===== src/sv/tcsc_pkg.sv =====
// shared types, constants and round functions for the tcp sequence chacha20 xor core
package tcsc_pkg;

    localparam int ROUNDS     = 20;
    localparam int NUM_ROUNDS = ((ROUNDS + 1) / 2) * 2;
    localparam int RND_W      = $clog2(NUM_ROUNDS);
    localparam int QDEPTH     = 4;
    localparam int QPTR_W     = $clog2(QDEPTH);
    localparam int QCNT_W     = $clog2(QDEPTH + 1);
    localparam int HASH_STEPS = 14;

    localparam logic [31:0] TUPLE_TAG = 32'h4e4c3454;
    localparam logic [31:0] SEED0     = 32'h6e6c3461;
    localparam logic [31:0] SEED1     = 32'h6e6c3462;
    localparam logic [31:0] SEED2     = 32'h6e6c3463;
    localparam logic [31:0] HASH_INIT = 32'hdeadbeef + 32'd20;

    localparam logic [31:0] SIGMA0 = 32'h61707865;
    localparam logic [31:0] SIGMA1 = 32'h3320646e;
    localparam logic [31:0] SIGMA2 = 32'h79622d32;
    localparam logic [31:0] SIGMA3 = 32'h6b206574;

    localparam logic [1:0] REG_KEY_0_1 = 2'd0;
    localparam logic [1:0] REG_KEY_2_3 = 2'd1;
    localparam logic [1:0] REG_KEY_4_5 = 2'd2;
    localparam logic [1:0] REG_KEY_6_7 = 2'd3;

    typedef logic [15:0][31:0] cstate_t;
    typedef logic [3:0][63:0] key_t;

    typedef struct packed {
        logic [31:0] seq_number;
        logic [7:0]  protocol;
        logic [15:0] dst_port;
        logic [15:0] src_port;
        logic [31:0] dst_addr;
        logic [31:0] src_addr;
        logic        first;
        logic [7:0]  data_byte;
    } item_t;

    typedef struct packed {
        logic              empty;
        logic              full;
        logic [QCNT_W-1:0] count;
    } qstat_t;

    typedef struct packed {
        logic [31:0] a;
        logic [31:0] b;
        logic [31:0] c;
    } hash_t;

    typedef enum logic [2:0] {
        ST_IDLE,
        ST_HASH,
        ST_LOAD,
        ST_ROUND,
        ST_FINAL,
        ST_EMIT
    } bstate_t;

    function automatic logic [31:0] rotl32(input logic [31:0] v, input int s);
        return (v << s) | (v >> (32 - s));
    endfunction

    // one step of the lookup3 mix and final sequence for five words
    function automatic hash_t hash_step(input hash_t h, input logic [31:0] k3,
                                        input logic [31:0] k4, input logic [3:0] step);
        hash_t r;
        r = h;
        case (step)
            4'd0:  begin r.a = (h.a - h.c) ^ rotl32(h.c, 4);  r.c = h.c + h.b; end
            4'd1:  begin r.b = (h.b - h.a) ^ rotl32(h.a, 6);  r.a = h.a + h.c; end
            4'd2:  begin r.c = (h.c - h.b) ^ rotl32(h.b, 8);  r.b = h.b + h.a; end
            4'd3:  begin r.a = (h.a - h.c) ^ rotl32(h.c, 16); r.c = h.c + h.b; end
            4'd4:  begin r.b = (h.b - h.a) ^ rotl32(h.a, 19); r.a = h.a + h.c; end
            4'd5:  begin r.c = (h.c - h.b) ^ rotl32(h.b, 4);  r.b = h.b + h.a; end
            4'd6:  begin r.b = h.b + k4; r.a = h.a + k3; end
            4'd7:  r.c = (h.c ^ h.b) - rotl32(h.b, 14);
            4'd8:  r.a = (h.a ^ h.c) - rotl32(h.c, 11);
            4'd9:  r.b = (h.b ^ h.a) - rotl32(h.a, 25);
            4'd10: r.c = (h.c ^ h.b) - rotl32(h.b, 16);
            4'd11: r.a = (h.a ^ h.c) - rotl32(h.c, 4);
            4'd12: r.b = (h.b ^ h.a) - rotl32(h.a, 14);
            4'd13: r.c = (h.c ^ h.b) - rotl32(h.b, 24);
            default: r = h;
        endcase
        return r;
    endfunction

    // one column or diagonal round, four quarter rounds side by side
    function automatic cstate_t chacha_round(input cstate_t x, input logic diag);
        cstate_t     r;
        int          ib;
        int          ic;
        int          id;
        logic [31:0] a;
        logic [31:0] b;
        logic [31:0] c;
        logic [31:0] d;
        r = x;
        for (int i = 0; i < 4; i++) begin
            ib = 4 + (diag ? ((i + 1) & 3) : i);
            ic = 8 + (diag ? ((i + 2) & 3) : i);
            id = 12 + (diag ? ((i + 3) & 3) : i);
            a = x[i];
            b = x[ib];
            c = x[ic];
            d = x[id];
            a = a + b; d = rotl32(d ^ a, 16);
            c = c + d; b = rotl32(b ^ c, 12);
            a = a + b; d = rotl32(d ^ a, 8);
            c = c + d; b = rotl32(b ^ c, 7);
            r[i]  = a;
            r[ib] = b;
            r[ic] = c;
            r[id] = d;
        end
        return r;
    endfunction

endpackage


===== src/sv/tcsc_front.sv =====
// input side: accepts words into a short queue ahead of the keystream sequencer
module tcsc_front
(
    input  logic             clk,
    input  logic             rst_n,
    input  logic             in_valid,
    input  tcsc_pkg::item_t  in_item,
    output logic             in_ready,
    input  logic             pop,
    output tcsc_pkg::item_t  head_item,
    output tcsc_pkg::qstat_t stat
);

    tcsc_pkg::item_t                  mem_reg [tcsc_pkg::QDEPTH];
    logic [tcsc_pkg::QPTR_W-1:0]      wr_ptr_reg;
    logic [tcsc_pkg::QPTR_W-1:0]      rd_ptr_reg;
    logic [tcsc_pkg::QCNT_W-1:0]      count_reg;
    logic                             push;
    logic                             do_pop;

    assign stat.count = count_reg;
    assign stat.empty = (count_reg == '0);
    assign stat.full  = (count_reg == tcsc_pkg::QCNT_W'(tcsc_pkg::QDEPTH));
    assign in_ready   = !stat.full;
    assign push       = in_valid && !stat.full;
    assign do_pop     = pop && !stat.empty;
    assign head_item  = mem_reg[rd_ptr_reg];

    always_ff @(posedge clk)
    begin
        if (push)
        begin
            mem_reg[wr_ptr_reg] <= in_item;
        end
    end

    always_ff @(posedge clk or negedge rst_n)
    begin
        if (!rst_n)
        begin
            wr_ptr_reg <= '0;
            rd_ptr_reg <= '0;
            count_reg  <= '0;
        end
        else
        begin
            if (push)
            begin
                wr_ptr_reg <= wr_ptr_reg + 1'b1;
            end
            if (do_pop)
            begin
                rd_ptr_reg <= rd_ptr_reg + 1'b1;
            end
            count_reg <= count_reg + tcsc_pkg::QCNT_W'(push) - tcsc_pkg::QCNT_W'(do_pop);
        end
    end

endmodule


===== config.mk =====
export PLATFORM = sky130hd
export DESIGN_NAME = tcsc_front
export DESIGN_NICKNAME = d
export VERILOG_FILES = /design/src/sv/tcsc_pkg.sv /design/src/sv/tcsc_front.sv
export SDC_FILE = /design/constraint.sdc
export NUM_CORES = 1
export LEC_CHECK = 0
export BUFFER_PORTS_ARGS = -buffer_cell sky130_fd_sc_hd__buf_2
export CAP_MARGIN = 0
export CORE_UTILIZATION = 30
export CTS_CLUSTER_SIZE = 40
export DETAILED_ROUTE_END_ITERATION = 10
export SYNTH_ARGS = -nofsm -noshare
export SYNTH_HDL_FRONTEND = slang
export SYNTH_SLANG_ARGS = --single-unit
export TNS_END_PERCENT = 20

===== constraint.sdc =====
create_clock -name clk -period 6.3 [get_ports clk]
set_clock_uncertainty 0.15 [all_clocks]
set_input_delay 0.63 -clock clk [delete_from_list [all_inputs] [get_ports clk]]
set_output_delay 0.63 -clock clk [all_outputs]
set_load 0.05 [all_outputs]

==> impl_metrics.tcl <==
set metrics [dict create \
    status "finished clean" \
    nFillCells 6424 \
    grt_max_degree 90 \
    muxShareOfSynthArea_pct 15.19 \
    gp_congestion 0.6907 \
    tightest_slew_ns 0.9558 \
    port-buffer-count 299 \
    wirelength_um 43210 \
    synth_compound_area_share_pct 0.1455 \
    synth_nets 957 \
    antenna_found_initial 8 \
    start_util_pct 30.49 \
    fin_nets 1301 \
    drtIter0Drc 707 \
    cp-end-kind "output port" \
    yosys.area_share.simple_pct 0.4074 \
    worst-path-max-fanout 42 \
    hpwl_um 25720 \
    postCtsSetupBuffers 0 \
    cp-start-kind "register" \
    power_mw 14.09 \
    fin_tns_setup_ns 0 \
    crit_arrival_ns 3.18 \
    overflow 0 \
    grt_pass1_wl_um 65070 \
    layout_common_cells "edfxtp_1 (580), buf_2 (299), mux4_2 (145)" \
    yosys.area_share.xor_xnor_pct 0.1630 \
    drive_gt1_share_pct 46.43 \
    grt_pass1_vias 10411 \
    cap_violations 0 \
    syn_inst 801 \
    max_freq_ghz 0.2527 \
    route.vias.total 9515 \
    cts_tree "done" \
    p_per_area_nw_per_um2 544.9 \
    relSlewSlack_pct 36.28 \
    fp-row-count 97 \
    io_pins 300 \
    synthAdderAreaFrac_pct 0.4423 \
    coreArea_um2 70510 \
    clk_pin_slew_ns 0.06 \
    min_period_ns 3.958 \
    hold_viol 0 \
    clockRootBuffer "clkbuf_16" \
    ys_seq_area_share_pct 81.83 \
    area_growth_pct 20.29 \
    worstSetupPathType "reg -> out" \
    via_per_inst 4.459 \
    clk-insertion-delay-late_ns 0.60 \
    peakVddDrop_uv 332.0 \
    clockBufferDepth 3 \
    drc 0 \
    ant_nets 0 \
    drv_slew 0 \
    dieWidth_um 269.7 \
    synth_top_family_by_area "multiplexers" \
    ys_warn_count 0 \
    p_leak_nw 8.652 \
    wl_per_cell_um 20.25 \
    finalCritPeriodShare_pct 62.82 \
    finalSetupViolCount 0 \
    cts_buffers 61 \
    ys_ff_latch 587 \
    cp.required_ns 5.52 \
    die_h_um 269.7 \
    grt_usage_pct 11.85 \
    syn_area_per_cell_um2 26.84 \
    area.sequential_um2 17600 \
    firstDrtPassIters 4 \
    rsz0062_at_grt "no" \
    largest_reg_flops 580 \
    ys_types 21 \
    final_common_cell "edfxtp_1" \
    die-area_um2 72740 \
    min_path_type "in -> reg" \
    h-tree-depth 2 \
    clock-sinks 587 \
    multi_input_area_um2 3535 \
    netlist_area_um2 21500 \
]
-- power by group --
group	total [mW]	internal (mW)	switching, mW
Clock	3.34	1.92	1.42
Combinational	5.37	1.53	3.84
Sequential	5.38	5.15	0.230
-- area by class of cell --
class	instances	area share [%]
multi-input combinational	173	13.67
inverter	7	0.1016
antenna	3	0.02903
clock inverter	28	0.8564
timing repair buffer	315	6.357
tap	940	4.548
sequential	587	68.05
clock buffer	81	6.386
-- path summary, 6_finish.rpt --
check | from | to | cells past startpoint | slack, ns
min in group asynchronous | rst_n | count_reg[2] | 2 | 0.26
worst min register to register | wr_ptr_reg[1] | wr_ptr_reg[1] | 2 | 0.47
max in group asynchronous | rst_n | rd_ptr_reg[0] | 2 | 5.56
worst min-delay path | in_item[83] | mem_reg[0][83] | 1 | 0.08
worst max register to register | count_reg[2] | mem_reg[2][109] | 3 | 3.34
worst max-delay path | rd_ptr_reg[0] | head_item[54] | 3 | 2.34
-- cell usage after synthesis, drive strengths merged --
library cell / number / area, um2
edfxtp: 580 / 17420
mux4: 145 / 3266
buf: 31 / 354.1
dfrtp: 7 / 175.2
inv: 7 / 26.28
ha: 6 / 75.07
and3: 4 / 25.02
xnor2: 4 / 35.03
clkbuf: 3 / 11.26
nand2b: 3 / 18.77
nand2: 2 / 7.510
o211ai: 2 / 15.01
or4bb: 2 / 22.52
fa: 1 / 20.02
nor3: 1 / 5.000
o311ai: 1 / 8.760
o31ai: 1 / 7.510
or3b: 1 / 8.760
-- worst max-delay path: stages, from the launching register on --
cell and delay [ns]:
dfrtp_4 0.87, buf_4 0.80, mux4_2 0.63, buf_2 0.23
-- timing repair --
action,in CTS,in global routing
hold endpoints to repair,7,0
hold buffers,1,0
gates resized for setup,0,0
-- metrics by stage --
stage | utilization (%) | setup WS (ns) | std cells | instance area, um2 | hold WS, ns
CTS | 36.66 | 2.106 | 2131 | 25850 | 0.02940
floorplan | - | 0.6989 | 801 | 21500 | 0.1844
global placement | 33.99 | 2.811 | 2021 | 23970 | 0.3319
finish | 36.68 | 2.342 | 2134 | 25860 | 0.08122
detailed placement | 33.99 | 2.787 | 2021 | 23970 | 0.3337
global route | 36.67 | 2.022 | 2133 | 25860 | 0.04046
-- cells by family after synthesis --
| family | count (synthesis) |
|---|---|
| xor gates and xnor gates | 4 |
| DFF | 587 |
| muxes | 145 |
| adders and majority gates | 7 |
| AOI/OAI and AO/OA | 4 |
| and+or+nand+nor | 13 |
| buffers and inverters | 41 |
-- routing by layer --
layer / share of wire [%] / track usage (%) / up-vias
li1: - / - / 4187
met1: 40 / 14.10 / 4993
met2: 52 / 20.48 / 243
met3: 6.0 / 3.393 / 84
met4: 2.8 / 4.097 / 8
met5: 0.10 / 0 / -
Note: power is estimated with default switching activity, not from simulation.
